## config.mk

```make
export PLATFORM = sky130hd
export DESIGN_NAME = ethernet_vlan_header_parser_core
export DESIGN_NICKNAME = d
export VERILOG_FILES = /design/src/rtl/core/evhp_pkg.sv /design/src/rtl/core/evhp_capture.sv /design/src/rtl/core/evhp_result.sv /design/src/rtl/core/ethernet_vlan_header_parser_core.sv
export SDC_FILE = /design/constraint.sdc
export NUM_CORES = 1
export LEC_CHECK = 0
export ABC_CLOCK_PERIOD_IN_PS = 31300
export BUFFER_PORTS_ARGS = -buffer_cell sky130_fd_sc_hd__buf_2
export CORE_MARGIN = 2
export CORE_UTILIZATION = 50
export CTS_CLUSTER_DIAMETER = 100
export DETAILED_ROUTE_END_ITERATION = 12
export PLACE_DENSITY_LB_ADDON = 0.3
export SLEW_MARGIN = 10
export SYNTH_ARGS = -nofsm -noshare
export SYNTH_HDL_FRONTEND = slang
export SYNTH_SLANG_ARGS = --single-unit
```

## constraint.sdc

```tcl
create_clock -name clk_i -period 31.3 [get_ports clk_i]
set_clock_uncertainty 0.05 [all_clocks]
set_input_delay 6.26 -clock clk_i [delete_from_list [all_inputs] [get_ports clk_i]]
set_output_delay 6.26 -clock clk_i [all_outputs]
set_load 0.01 [all_outputs]
```

## src/rtl/core/evhp_pkg.sv

```systemverilog
// ----------------------------------------------------------------------------
// evhp_pkg
// Types and constants shared by the Ethernet/VLAN header parser modules.
// ----------------------------------------------------------------------------
package evhp_pkg;

  // Width of the per-frame byte counter; it saturates at its all-ones value.
  localparam int unsigned CountWidth = 11;
  localparam int unsigned CfgWidth   = 11;
  // Width used when comparing the count with the configured minimum.
  localparam int unsigned CmpWidth   = (CountWidth > CfgWidth) ? CountWidth : CfgWidth;

  localparam logic [CountWidth-1:0] CountMax = {CountWidth{1'b1}};

  localparam logic [CountWidth-1:0] DstEnd    = CountWidth'(6);
  localparam logic [CountWidth-1:0] SrcEnd    = CountWidth'(12);
  localparam logic [CountWidth-1:0] TypeEnd   = CountWidth'(14);
  localparam logic [CountWidth-1:0] TagEnd    = CountWidth'(16);
  localparam logic [CountWidth-1:0] InnerEnd  = CountWidth'(18);

  localparam logic [CfgWidth-1:0]   MinLenReset = CfgWidth'(14);

  localparam logic [15:0] TpidCtag = 16'h8100;
  localparam logic [15:0] TpidStag = 16'h88A8;

  localparam logic [4:0] HdrLenBase   = 5'd14;
  localparam logic [4:0] HdrLenTagged = 5'd18;

  localparam int unsigned PcpShift = 13;
  localparam logic [15:0] PcpMask  = 16'h0007;
  localparam logic [15:0] VidMask  = 16'h0FFF;

  typedef enum logic [1:0] {
    STATUS_OK          = 2'd0,
    STATUS_TOO_SHORT   = 2'd1,
    STATUS_TRUNC_TAG   = 2'd2,
    STATUS_TRUNC_INNER = 2'd3
  } evhp_status_e;

  // Frame state as it stands after the byte being accepted.
  typedef struct packed {
    logic [CountWidth-1:0] len;
    logic [47:0]           dst_mac;
    logic [47:0]           src_mac;
    logic [15:0]           outer_type;
    logic [15:0]           tag_control;
    logic [15:0]           inner_type;
  } evhp_frame_t;

  typedef struct packed {
    evhp_status_e status;
    logic [47:0]  dst_mac;
    logic [47:0]  src_mac;
    logic [15:0]  ethertype;
    logic         has_tag;
    logic [15:0]  tag_tpid;
    logic [2:0]   tag_prio;
    logic [11:0]  tag_vid;
    logic [4:0]   header_len;
  } evhp_result_t;

endpackage

```

## src/rtl/core/evhp_capture.sv

```systemverilog
// ----------------------------------------------------------------------------
// evhp_capture
// Byte counter and header field capture registers for one frame.
// ----------------------------------------------------------------------------
module evhp_capture (
  input  logic                 clk_i,
  input  logic                 rst_ni,
  input  logic                 accept_i,
  input  logic [7:0]           data_byte_i,
  input  logic                 last_byte_i,
  output evhp_pkg::evhp_frame_t frame_o
);
  import evhp_pkg::*;

  evhp_frame_t state_q;
  evhp_frame_t frame_d;
  evhp_frame_t state_d;

  always_comb begin
    frame_d = state_q;
    priority if (state_q.len < DstEnd) begin
      frame_d.dst_mac = {state_q.dst_mac[39:0], data_byte_i};
    end else if (state_q.len < SrcEnd) begin
      frame_d.src_mac = {state_q.src_mac[39:0], data_byte_i};
    end else if (state_q.len < TypeEnd) begin
      frame_d.outer_type = {state_q.outer_type[7:0], data_byte_i};
    end else if (state_q.len < TagEnd) begin
      frame_d.tag_control = {state_q.tag_control[7:0], data_byte_i};
    end else if (state_q.len < InnerEnd) begin
      frame_d.inner_type = {state_q.inner_type[7:0], data_byte_i};
    end else begin
      frame_d = state_q;
    end
    // The length saturates so that very long frames still report as long.
    if (state_q.len != CountMax) begin
      frame_d.len = state_q.len + CountWidth'(1);
    end
  end

  // The state is cleared once the final byte of a frame has been taken.
  always_comb begin
    state_d = state_q;
    if (accept_i) begin
      if (last_byte_i) begin
        state_d = '0;
      end else begin
        state_d = frame_d;
      end
    end
  end

  always_ff @(posedge clk_i or negedge rst_ni) begin
    if (!rst_ni) begin
      state_q <= '0;
    end else begin
      state_q <= state_d;
    end
  end

  assign frame_o = frame_d;

endmodule

```

## src/rtl/core/evhp_result.sv

```systemverilog
// ----------------------------------------------------------------------------
// evhp_result
// Frame checks, result formatting, and the output register with skid slot.
// ----------------------------------------------------------------------------
module evhp_result (
  input  logic                  clk_i,
  input  logic                  rst_ni,
  input  logic                  push_i,
  input  evhp_pkg::evhp_frame_t frame_i,
  input  logic [evhp_pkg::CfgWidth-1:0] min_len_i,
  output logic                  full_o,
  output logic                  out_valid_o,
  input  logic                  out_ready_i,
  output evhp_pkg::evhp_result_t out_o
);
  import evhp_pkg::*;

  evhp_result_t res;
  evhp_status_e status;
  logic         tag_seen;
  logic [CmpWidth-1:0] len_ext;
  logic [CmpWidth-1:0] min_ext;

  evhp_result_t out_q, out_d, skid_q, skid_d;
  logic         out_valid_q, out_valid_d, skid_valid_q, skid_valid_d;

  assign len_ext  = CmpWidth'(frame_i.len);
  assign min_ext  = CmpWidth'(min_len_i);
  assign tag_seen = (frame_i.outer_type == TpidCtag) || (frame_i.outer_type == TpidStag);

  always_comb begin
    priority if ((len_ext < min_ext) || (frame_i.len < TypeEnd)) begin
      status = STATUS_TOO_SHORT;
    end else if (tag_seen && (frame_i.len < TagEnd)) begin
      status = STATUS_TRUNC_TAG;
    end else if (tag_seen && (frame_i.len < InnerEnd)) begin
      status = STATUS_TRUNC_INNER;
    end else begin
      status = STATUS_OK;
    end
  end

  // On any error only the status is reported; every other field stays zero.
  always_comb begin
    res        = '0;
    res.status = status;
    if (status == STATUS_OK) begin
      res.dst_mac = frame_i.dst_mac;
      res.src_mac = frame_i.src_mac;
      if (tag_seen) begin
        res.ethertype  = frame_i.inner_type;
        res.has_tag    = 1'b1;
        res.tag_tpid   = frame_i.outer_type;
        res.tag_prio   = 3'((frame_i.tag_control >> PcpShift) & PcpMask);
        res.tag_vid    = 12'(frame_i.tag_control & VidMask);
        res.header_len = HdrLenTagged;
      end else begin
        res.ethertype  = frame_i.outer_type;
        res.header_len = HdrLenBase;
      end
    end
  end

  // A new result goes to the output register unless that register holds a
  // result which is not being taken this cycle; then it waits in the skid slot.
  always_comb begin
    out_d        = out_q;
    out_valid_d  = out_valid_q;
    skid_d       = skid_q;
    skid_valid_d = skid_valid_q;
    if (out_ready_i || !out_valid_q) begin
      if (skid_valid_q) begin
        out_d        = skid_q;
        out_valid_d  = 1'b1;
        skid_valid_d = 1'b0;
      end else begin
        out_d       = res;
        out_valid_d = push_i;
      end
    end else if (push_i) begin
      skid_d       = res;
      skid_valid_d = 1'b1;
    end
  end

  always_ff @(posedge clk_i or negedge rst_ni) begin
    if (!rst_ni) begin
      out_valid_q  <= 1'b0;
      skid_valid_q <= 1'b0;
    end else begin
      out_valid_q  <= out_valid_d;
      skid_valid_q <= skid_valid_d;
    end
  end

  always_ff @(posedge clk_i) begin
    out_q  <= out_d;
    skid_q <= skid_d;
  end

  assign full_o      = skid_valid_q;
  assign out_valid_o = out_valid_q;
  assign out_o       = out_q;

endmodule

```

## src/rtl/core/ethernet_vlan_header_parser_core.sv

```systemverilog
// ----------------------------------------------------------------------------
// ethernet_vlan_header_parser_core
// Ethernet header parser with a single 802.1Q / 802.1ad tag.
// ----------------------------------------------------------------------------
// The parser takes one frame byte per cycle while s_axis_tready_o is high and
// gives one result for every byte marked last, from the output register.
// The sustained rate is one byte per clock under that condition. A second
// result can wait in a skid slot behind the output register, and
// s_axis_tready_o falls only while both are occupied. The user must write
// the minimum frame length register only while no frame is in progress; the
// block does not enforce this. A write takes effect for the next frame.
module ethernet_vlan_header_parser_core (
  input  logic         clk_i,
  input  logic         rst_ni,
  input  logic         cfg_we_i,
  input  logic [evhp_pkg::CfgWidth-1:0] cfg_wdata_i,   // minimum frame length
  input  logic         s_axis_tvalid_i,
  output logic         s_axis_tready_o,
  input  logic [7:0]   s_axis_tdata_i,                 // data_byte
  input  logic         s_axis_tlast_i,                 // last_byte
  output logic         m_axis_tvalid_o,
  input  logic         m_axis_tready_i,
  // dst_mac, src_mac, ethertype, has_tag, tag_tpid, tag_prio, tag_vid,
  // header_len, zero fill
  output logic [151:0] m_axis_tdata_o,
  output logic [1:0]   m_axis_tuser_o                  // status
);
  import evhp_pkg::*;

  logic [CfgWidth-1:0] min_len_q;
  logic         accept;
  logic         full;
  evhp_frame_t  frame;
  evhp_result_t res;

  always_ff @(posedge clk_i or negedge rst_ni) begin
    if (!rst_ni) begin
      min_len_q <= MinLenReset;
    end else if (cfg_we_i) begin
      min_len_q <= cfg_wdata_i;
    end
  end

  assign s_axis_tready_o = !full;
  assign accept          = s_axis_tvalid_i && !full;

  evhp_capture u_capture (
    .clk_i       (clk_i),
    .rst_ni      (rst_ni),
    .accept_i    (accept),
    .data_byte_i (s_axis_tdata_i),
    .last_byte_i (s_axis_tlast_i),
    .frame_o     (frame)
  );

  evhp_result u_result (
    .clk_i           (clk_i),
    .rst_ni          (rst_ni),
    .push_i          (accept && s_axis_tlast_i),
    .frame_i         (frame),
    .min_len_i       (min_len_q),
    .full_o          (full),
    .out_valid_o     (m_axis_tvalid_o),
    .out_ready_i     (m_axis_tready_i),
    .out_o           (res)
  );

  assign m_axis_tdata_o = {3'b000, res.header_len, res.tag_vid, res.tag_prio,
                           res.tag_tpid, res.has_tag, res.ethertype,
                           res.src_mac, res.dst_mac};
  assign m_axis_tuser_o = res.status;

endmodule

```

==> out/metrics.cfg, run 1 <==
[outcome]
outcome=completed

[yosys]
postSynthAreaPerCell_um2=12.9
synth.distinct_cells=62
yosysWarnings=0
synth-main-ff-cell=edfxtp_1
async_flop_share_pct=36.1
synth_edf_count=296
synthCells=1586
yosysSeqAreaShare_pct=64.0
synthesis.area_um2=20400
synth.ff_latch_count=463

[setup_path]
start_kind=input pin
endpoint_kind=flip-flop
cp.required_ns=31.52
crit_type=in -> reg
arrival_ns=9.95
critPathMaxFanout=86

[drt]
wl_per_cell_um=21.0
ant_nets=0
drtIter0Drc=1367
drt_wl_total_mm=47.5
drc=0
dr.pass1.iters=7
viasPerCell=6.03
vias=13600

[global_route]
grt_start_max_net_pins=283
track_usage_pct=22.3
grt_pass1_wl_mm=74.1
grt_pass1_vias=12900
antenna_found_initial=2
overflow=0

[cts]
tritoncts=built
root_buffer=clkbuf_16
clockBufferDepth=3
post_cts_buffers=0
cts_made_buffers=47
postCtsHoldBufs=0
clkSinkCount=463
insertion_delay_ns=0.59
path_clk_slew_ns=0.06
cts_max_level=2
post_cts_resized=0

[pwr]
switchingPower_w=0.000307
total_power_w=0.00135
internal_power_w=0.00104
p_seq_share_pct=51.4
pwr-share-comb_pct=6.5
p_leak_nw=9.01
switching_share_pct=22.7
ir_drop_mv=0.0346
p_per_area_nw_per_um2=58.4
clkPwrFrac_pct=42.1

[placement]
io_buffers=176
globalplace.congestion=0.837
dp.cells=2170
hpwl_mm=28.4
pre_cts_ws_ns=21.08

[cells_and_area]
fillers=3336
fin_nets=1723
drive_above_1_share_pct=18.1
area_delta_synth_final_pct=13.3
final_core_util_pct=57.1
multi_input_area_um2=6710
layoutNonFillerInstCount=2258
regArea_um2=13100

[die]
start_util_pct=50.4
die-width_um=206
core-area_um2=40600
dieArea_um2=42500
fp.dieH_um=206
rows=74
io_pins=181

[sta]
worst_slew_pin_slew_ns=1.20
max_slew_margin_pct=19.8
finalCritPeriodShare_pct=31.1
setup_viol=0
max_freq_ghz=0.103
finalMaxSlewViolations=0
setup_ws_ns=21.57
setup-tns-final_ns=0
grt_setup_unrepaired=false
min_period_ns=9.73
hold_violations=0

[job]
cap_violations=0

[worst_hold_path]
hp-class=reg -> reg

routing by layer:
metal	part of all wire, %	vias up	track usage (%)
met4	2.2	2	6.33
li1	-	6276	-
met3	5.7	60	4.04
met1	44	6858	31.8
met2	48	412	35.3
met5	0.015	-	0
Yosys cell counts, types with 4 or more instances:
master / n / area, µm²
a21o_1: 5 / 37.5
a21oi_1: 7 / 35.0
a22o_1: 127 / 1110
and2_1: 14 / 87.6
and3_1: 12 / 75.1
buf_1: 6 / 22.5
buf_2: 45 / 225
buf_4: 10 / 75.1
clkbuf_1: 93 / 349
dfrtp_1: 164 / 4100
edfxtp_1: 296 / 8890
ha_1: 11 / 138
inv_1: 16 / 60.1
mux2_2: 13 / 146
mux2i_1: 134 / 1340
nand2_1: 192 / 721
nand2b_1: 15 / 93.8
nand3_1: 4 / 20.0
nand3b_1: 4 / 30.0
nand4_1: 5 / 31.3
nand4b_1: 6 / 52.6
nor2_1: 37 / 139
nor3_1: 105 / 526
nor4_1: 6 / 37.5
nor4bb_1: 9 / 90.1
o211ai_1: 9 / 67.6
o21ai_0: 41 / 205
o22ai_1: 7 / 43.8
o31a_1: 11 / 96.3
o31ai_1: 24 / 180
o41ai_1: 96 / 841
or2_2: 11 / 68.8
registers in the layout (all words and copies together) (netlist names):
name                  cells
u_result.skid_q         148
u_result.out_o          148
min_len_q                11
u_result.full_o           1
u_capture.state_q       154
u_result.out_valid_o      1
final timing paths:
kind                       slack, ns  cells past startpoint                                 end                               start
max in group asynchronous      23.94                      2   u_capture.state_q[84]$_DFFE_PN0P_                              rst_ni
min reg2reg                     0.44                      2    u_capture.state_q[9]$_DFFE_PN0P_    u_capture.state_q[9]$_DFFE_PN0P_
max reg2reg                    25.34                     13       u_result.out_o[150]$_DFFE_PN_  u_capture.state_q[144]$_DFFE_PN0P_
max                            21.57                      8        u_result.out_o[85]$_DFFE_PN_                   s_axis_tdata_i[0]
min                             0.44                      2    u_capture.state_q[9]$_DFFE_PN0P_    u_capture.state_q[9]$_DFFE_PN0P_
min in group asynchronous       5.70                      1  u_capture.state_q[152]$_DFFE_PN0P_                              rst_ni
cell families (layout without fill, tap and decap cells):
family                   after synthesis  in the layout  share of synthesized area (%)
other                                  1             15                         0.0184
AO/OA/AOI/OAI                        346            346                           13.6
multiplexers                         147            147                           7.29
AND/OR/NAND/NOR                      442            442                           10.6
adder cells (fa/ha/maj)               11             11                          0.674
XOR/XNOR                               3              3                          0.129
buffers and inverters                173            299                           3.75
flip-flops                           463            463                           64.0
per-stage QoR:
step	instance area (µm²)	hold slack [ns]
after CTS	23100	0.447
final	23100	0.443
after floorplan	20500	0.400
after global routing	23100	0.458
after detailed placement	21600	0.432
after global placement	21600	0.412
final cells by class:
cell class,instances,share of cell area [%]
diodes,1,0.0108
clock buffers,74,6.31
clock inverters,13,0.519
inverters,16,0.259
multi-input cells,963,29.0
flip-flops and latches,463,56.5
well taps,532,2.88
repair buffers,196,4.54
worst max-delay path: stages:
cell and delay, ns:
buf_2 0.19, nor4b_1 0.33, o2111a_1 0.27, o211ai_2 0.13, a21oi_4 0.96, buf_4 0.86
buf_4 0.69, o41ai_1 0.17
layout by cell type (no fill, tap or decap), types with 16 or more instances in the layout:
cell type	instances
edfxtp_1	296
nand2_1	192
buf_2	175
dfrtp_1	163
mux2i_1	134
a22o_1	127
nor3_1	104
o41ai_1	96
clkbuf_16	50
o21ai_0	41
nor2_1	34
o31ai_1	24
buf_4	19
inv_1	16
power groups by stage:
stage	sequential (W)	combinational [W]	clock [W]
3_5_place_dp	0.000706	0.0000888	0
4_1_cts	0.000694	0.0000892	0.000579
6_report	0.000694	0.0000876	0.000570
2_1_floorplan	0.000714	0.0000431	0
3_3_place_gp	0.000706	0.0000869	0
5_1_grt	0.000697	0.0000963	0.000601
Note: power is estimated with default switching activity, not from simulation.
==> run 2: changes to the inputs <==
--- a/config.mk
+++ b/config.mk
@@ -5,7 +5,7 @@
 export SDC_FILE = /design/constraint.sdc
 export NUM_CORES = 1
 export LEC_CHECK = 0
-export ABC_CLOCK_PERIOD_IN_PS = 31300
+export ABC_CLOCK_PERIOD_IN_PS = 8500
 export BUFFER_PORTS_ARGS = -buffer_cell sky130_fd_sc_hd__buf_2
 export CORE_MARGIN = 2
 export CORE_UTILIZATION = 50
==> constraint.sdc (replaced) <==
create_clock -name clk_i -period 8.5 [get_ports clk_i]
set_clock_uncertainty 0.05 [all_clocks]
set_input_delay 1.7 -clock clk_i [delete_from_list [all_inputs] [get_ports clk_i]]
set_output_delay 1.7 -clock clk_i [all_outputs]
set_load 0.01 [all_outputs]
==> run 2 against run 1 <==
Net effect: combinational power rose to 3.6 times the previous value; hold slack lost 0.011 ns; cell count about the same; clock-buffer cell count fell by 9; clock power grew to 3.6 times the previous value; core utilization down 0.11 points; first-iteration DRC count shrank 17%; non-clock buffer count did not move.
==> out/metrics.cfg, run 2 (synthesis results as in run 1) <==
[pwr]
p_leak_nw=8.98  ; was 9.01 nW
ir_drop_mv=0.148  ; was 0.0346 mV
p_per_area_nw_per_um2=213  ; was 58.4 nW/µm²

[worst_hold_path]
hold_depth=2  ; unchanged
hp-class=reg -> reg  ; unchanged

[setup_path]
cp.required_ns=8.81  ; was 31.52 ns
start_kind=flip-flop  ; was input pin
critPathMaxFanout=48  ; was 86
rr_worst_depth=13  ; unchanged
arrival_ns=5.13  ; was 9.95 ns
crit_type=reg -> reg  ; was in -> reg
endpoint_kind=flip-flop  ; unchanged

[cts]
insertion_delay_ns=0.59  ; about the same
clockBufferDepth=3  ; unchanged
cts_made_buffers=47  ; unchanged
tritoncts=built  ; unchanged
post_cts_resized=0  ; unchanged
cts_max_level=2  ; unchanged
postCtsHoldBufs=0  ; unchanged
root_buffer=clkbuf_16  ; unchanged
post_cts_buffers=0  ; unchanged
clkSinkCount=463  ; unchanged
path_clk_slew_ns=0.06  ; about the same

[global_route]
antenna_found_initial=1  ; was 2
track_usage_pct=22.7  ; was 22.3%
grt_start_max_net_pins=208  ; was 283
grt_pass1_vias=13100  ; was 12900
grt_pass1_wl_mm=75.0  ; was 74.1 mm
overflow=0  ; unchanged

[placement]
hpwl_mm=28.9  ; was 28.4 mm
dpl-instance-area_um2=21600  ; about the same
io_buffers=176  ; unchanged
pre_cts_ws_ns=3.66  ; was 21.08 ns
globalplace.congestion=0.835  ; was 0.837

[drt]
wl_per_cell_um=21.2  ; was 21.0 µm
drtIter0Drc=1139  ; was 1367
drc=0  ; unchanged
drt_wl_total_mm=47.8  ; was 47.5 mm
ant_nets=0  ; unchanged
vias=13600  ; about the same
dr.pass1.iters=6  ; was 7
viasPerCell=6.01  ; was 6.03

[sta]
setup_viol=0  ; unchanged
max_freq_ghz=0.208
finalMaxSlewViolations=0  ; unchanged
grt_setup_unrepaired=false  ; unchanged
setup-tns-final_ns=0  ; unchanged
setup_ws_ns=3.68  ; was 21.57 ns
min_period_ns=4.82
finalCritPeriodShare_pct=56.7
max_slew_margin_pct=22.1  ; was 19.8%
worst_slew_pin_slew_ns=1.16  ; was 1.20 ns
hold_violations=0  ; unchanged

[outcome]
outcome=completed  ; unchanged

[die]
fp.dieH_um=206  ; unchanged
die-width_um=206  ; unchanged
dieArea_um2=42500  ; unchanged
start_util_pct=50.4  ; unchanged
io_pins=181  ; unchanged
core-area_um2=40600  ; unchanged
rows=74  ; unchanged

[cells_and_area]
regMostFlops=u_capture.state_q  ; unchanged
final_common_cell=edfxtp_1  ; unchanged
layout_common_cells=296 x edfxtp_1, 192 x nand2_1, 175 x buf_2, 163 x dfrtp_1, 134 x mux2i_1  ; unchanged
fin_nets=1723  ; unchanged
area_delta_synth_final_pct=13.1  ; was 13.3%
finalInstanceArea_um2=23100  ; about the same
drive_above_1_share_pct=17.8  ; was 18.1%
largest_reg_flops=154  ; unchanged

[job]
cap_violations=0  ; unchanged

-- run 2: critical path, cell delays in order, from the launching register on --
cell and delay (ns):
dfrtp_1 0.56, ha_1 0.28, nand3_1 0.24, or4_1 0.74, nand2_1 0.14, xnor2_1 0.10, ha_1 0.32, nand2_1 0.05
nand3b_1 0.09, nor3b_1 0.07, o31ai_1 0.33, buf_4 0.31, nand3_2 0.73, o31ai_1 0.53
-- run 2: per-stage QoR --
step	utilization [%]	std cells	hold slack, ns	power [W]
4_1_cts	57.0	2258	0.435	0.00497
2_1_floorplan	-	1599	0.400	0.00278
3_5_place_dp	53.2	2170	0.421	0.00293
5_1_grt	57.0	2259	0.464	0.00509
6_report	57.0	2259	0.432	0.00492
3_3_place_gp	53.2	2170	0.412	0.00292
-- run 2: layout make-up --
| type | instances | area, µm² |
|---|---|---|
| multi-input combinational | 963 | 6710 |
| timing repair buffer | 196 | 1060 |
| inverter | 16 | 60.1 |
| fill | 3298 | 17500 |
| clock inverter | 23 | 199 |
| sequential | 463 | 13100 |
| clock buffer | 65 | 1330 |
| tap | 532 | 666 |
| antenna | 1 | 2.50 |
-- run 2: power by group --
part | internal (W) | total [W] | switching (W)
Sequential | 0.00250 | 0.00256 | 0.0000579
Clock | 0.00118 | 0.00204 | 0.000854
Combinational | 0.000103 | 0.000319 | 0.000216
Total | 0.00379 | 0.00492 | 0.00113
-- run 2: path summary, 6_finish.rpt --
path                                                    startpoint                           endpoint  slack [ns]
worst min-delay path             u_capture.state_q[10]$_DFFE_PN0P_  u_capture.state_q[10]$_DFFE_PN0P_        0.43
worst min register to register   u_capture.state_q[10]$_DFFE_PN0P_  u_capture.state_q[10]$_DFFE_PN0P_        0.43
worst max-delay path            u_capture.state_q[144]$_DFFE_PN0P_       u_result.out_o[14]$_DFFE_PN_        3.68
worst max register to register  u_capture.state_q[144]$_DFFE_PN0P_       u_result.out_o[14]$_DFFE_PN_        3.68
max in group asynchronous                                   rst_ni        u_result.full_o$_DFFE_PN0P_        6.07
min in group asynchronous                                   rst_ni           min_len_q[0]$_DFFE_PN0P_        0.99
-- run 2: per-layer routing --
| metal | GRT usage (%) | vias up | wire length [µm] |
|---|---|---|---|
| met5 | 0 | - | 0 |
| met4 | 6.68 | 0 | 1090 |
| met3 | 4.43 | 76 | 2950 |
| met2 | 35.2 | 430 | 22800 |
| met1 | 32.6 | 6797 | 21000 |
| li1 | - | 6271 | - |
==> run 3: changes to the inputs <==
--- a/config.mk
+++ b/config.mk
@@ -5,7 +5,7 @@
 export SDC_FILE = /design/constraint.sdc
 export NUM_CORES = 1
 export LEC_CHECK = 0
-export ABC_CLOCK_PERIOD_IN_PS = 8500
+export ABC_CLOCK_PERIOD_IN_PS = 4450
 export BUFFER_PORTS_ARGS = -buffer_cell sky130_fd_sc_hd__buf_2
 export CORE_MARGIN = 2
 export CORE_UTILIZATION = 50
==> constraint.sdc (replaced) <==
create_clock -name clk_i -period 4.45 [get_ports clk_i]
set_clock_uncertainty 0.05 [all_clocks]
set_input_delay 0.89 -clock clk_i [delete_from_list [all_inputs] [get_ports clk_i]]
set_output_delay 0.89 -clock clk_i [all_outputs]
set_load 0.01 [all_outputs]
==> run 3 against run 2 <==
Net effect: register-to-register slack worse by 3.2 ns; worst setup slack worse by 3.2 ns; final area is 1.2% higher; total power is 93% higher; clock power is 94% higher; sequential share of layout area is 0.68 points lower; sequential power is 91% higher; critical path type unchanged; highest routed layer unchanged.
==> out/metrics.cfg, run 3 (synthesis results as in run 1) <==
[cts]
path_clk_slew_ns=0.06  ; about the same
post_cts_resized=0  ; unchanged
post_cts_buffers=0  ; unchanged
cts_made_buffers=49  ; was 47
cts_max_level=2  ; unchanged
tritoncts=built  ; unchanged
root_buffer=clkbuf_16  ; unchanged
postCtsHoldBufs=0  ; unchanged
clockBufferDepth=3  ; unchanged
insertion_delay_ns=0.58  ; was 0.59 ns
clkSinkCount=463  ; unchanged

[sta]
hold_slack_ns=0.321  ; was 0.432 ns
setup_viol=0  ; unchanged
finalMaxSlewViolations=0  ; unchanged
max_slew_margin_pct=26.9  ; was 22.1%
worst_slew_pin_slew_ns=1.10  ; was 1.16 ns
finalCritPeriodShare_pct=89.9  ; was 56.7%
hold_violations=0  ; unchanged
grt_setup_unrepaired=false  ; unchanged
setup_ws_ns=0.449  ; was 3.68 ns
min_period_ns=4.00  ; was 4.82 ns
max_freq_ghz=0.250  ; was 0.208 GHz

[placement]
io_buffers=176  ; unchanged
globalplace.congestion=0.866  ; was 0.835
pre_cts_ws_ns=0.482  ; was 3.66 ns
dp.cells=2191  ; was 2170
hpwl_mm=28.8  ; was 28.9 mm

[setup_path]
cp.required_ns=4.68  ; was 8.81 ns
endpoint_kind=flip-flop  ; unchanged
start_kind=flip-flop  ; unchanged
critPathSlowestCell=or4_1  ; unchanged
critPathMaxFanout=55  ; was 48
crit_type=reg -> reg  ; unchanged
arrival_ns=4.23  ; was 5.13 ns
path_cells=ha_1 -> nand3_1 -> or4_1 -> a21oi_1 -> ha_1 -> nand2_1 -> o21ai_0 -> a221oi_1 -> o31a_2 -> buf_12 -> buf_12 -> o41ai_1  ; was ha_1 -> nand3_1 -> or4_1 -> nand2_1 -> xnor2_1 -> ha_1 -> nand2_1 -> nand3b_1 -> nor3b_1 -> o31ai_1 -> buf_4 -> nand3_2 -> o31ai_1
cp_slowest_stage_delay_ns=0.71  ; was 0.74 ns
reg2reg_slack_ns=0.45  ; was 3.68 ns

[die]
start_util_pct=50.4  ; unchanged
fp.dieH_um=206  ; unchanged
die-width_um=206  ; unchanged
io_pins=181  ; unchanged
rows=74  ; unchanged
dieArea_um2=42500  ; unchanged
core-area_um2=40600  ; unchanged

[worst_hold_path]
hp-class=in -> async  ; was reg -> reg

[drt]
drt_wl_total_mm=47.7  ; was 47.8 mm
drc=0  ; unchanged
vias=13700  ; was 13600
wl_per_cell_um=20.9  ; was 21.2 µm
drtIter0Drc=1060  ; was 1139
viasPerCell=6.01  ; about the same
ant_nets=0  ; unchanged
dr.pass1.iters=5  ; was 6

[outcome]
outcome=completed  ; unchanged

[cells_and_area]
final_common_cell=edfxtp_1  ; unchanged
drive_above_1_share_pct=18.8  ; was 17.8%
largest_reg_flops=154  ; unchanged
layout_common_cells=296 x edfxtp_1, 192 x nand2_1, 175 x buf_2, 163 x dfrtp_1, 134 x mux2i_1  ; unchanged
layoutNonFillerInstCount=2280  ; was 2259
fin_nets=1746  ; was 1723
area_delta_synth_final_pct=14.5  ; was 13.1%
regMostFlops=u_capture.state_q  ; unchanged
antenna_cells=0  ; was 1
fillers=3274  ; was 3298

[global_route]
overflow=0  ; unchanged
antenna_found_initial=0  ; was 1
grt_start_max_net_pins=151  ; was 208
grt_pass1_vias=13000  ; was 13100
track_usage_pct=22.5  ; was 22.7%
grt_pass1_wl_mm=74.6  ; was 75.0 mm

[pwr]
total_power_w=0.00948  ; was 0.00492 W
p_per_area_nw_per_um2=406  ; was 213 nW/µm²
p_leak_nw=9.15  ; was 8.98 nW
ir_drop_mv=0.244  ; was 0.148 mV

[job]
cap_violations=0  ; unchanged

==> run 3: cell count changes in the layout (fill, tap and decap cells not counted) <==
cell	delta
clkinv_8	-1
buf_4	+12
clkinv_1	-5
clkinv_2	+1
clkbuf_8	-4
diode_2	-1
inv_6	+1
nor3_1	-1
clkbuf_1	+7
nor3_2	+1
buf_12	+9
bufinv_16	+2
==> run 3: area by class of cell <==
type	count	area, µm²	area share, %
Inverter	16	60.1	0.257
Clock inverter	21	238	1.02
Tap cell	532	666	2.85
Multi-Input combinational cell	963	6720	28.7
Clock buffer	68	1300	5.55
Sequential cell	463	13100	55.9
Timing Repair Buffer	217	1330	5.70
==> run 3: metal layers <==
| layer | track usage (%) | up-vias | wire, µm |
|---|---|---|---|
| li1 | - | 6318 | - |
| met1 | 32.4 | 6871 | 20700 |
| met2 | 35.2 | 444 | 23100 |
| met3 | 4.46 | 65 | 3010 |
| met4 | 5.66 | 0 | 874 |
| met5 | 0 | - | 0 |
==> run 3: where the power goes <==
| part | total (W) | switching [W] | internal, W |
|---|---|---|---|
| Combinational | 0.000635 | 0.000427 | 0.000208 |
| Sequential | 0.00488 | 0.000103 | 0.00478 |
| Clock | 0.00396 | 0.00164 | 0.00233 |
==> run 3: worst paths after layout <==
kind                                                         start                           endpoint  cells after the start
min in group clk_i               u_capture.state_q[12]$_DFFE_PN0P_  u_capture.state_q[12]$_DFFE_PN0P_                      2
worst max register to register  u_capture.state_q[145]$_DFFE_PN0P_      u_result.out_o[113]$_DFFE_PN_                     12
worst max-delay path            u_capture.state_q[145]$_DFFE_PN0P_      u_result.out_o[113]$_DFFE_PN_                     12
max in group asynchronous                                   rst_ni  u_capture.state_q[94]$_DFFE_PN0P_                      2
worst min-delay path                                        rst_ni           min_len_q[4]$_DFFE_PN0P_                      1
worst min register to register   u_capture.state_q[12]$_DFFE_PN0P_  u_capture.state_q[12]$_DFFE_PN0P_                      2
==> run 3: stage by stage <==
| step | utilization [%] | area (µm²) | TNS, ns |
|---|---|---|---|
| 2_1_floorplan | - | 20500 | -47.06 |
| 3_3_place_gp | 53.9 | 21800 | 0 |
| 3_5_place_dp | 53.9 | 21800 | 0 |
| 4_1_cts | 57.6 | 23400 | 0 |
| 5_1_grt | 57.7 | 23400 | 0 |
| 6_report | 57.7 | 23400 | 0 |
==> run 3: worst max-delay path: cells and delay by family, from the launching register on <==
kind	cells	cell delay, ns
AO/OA/AOI/OAI	5	1.30
adder cells (fa/ha/maj)	2	0.50
buffers and inverters	2	0.46
flip-flops	1	0.35
AND/OR/NAND/NOR	3	1.04
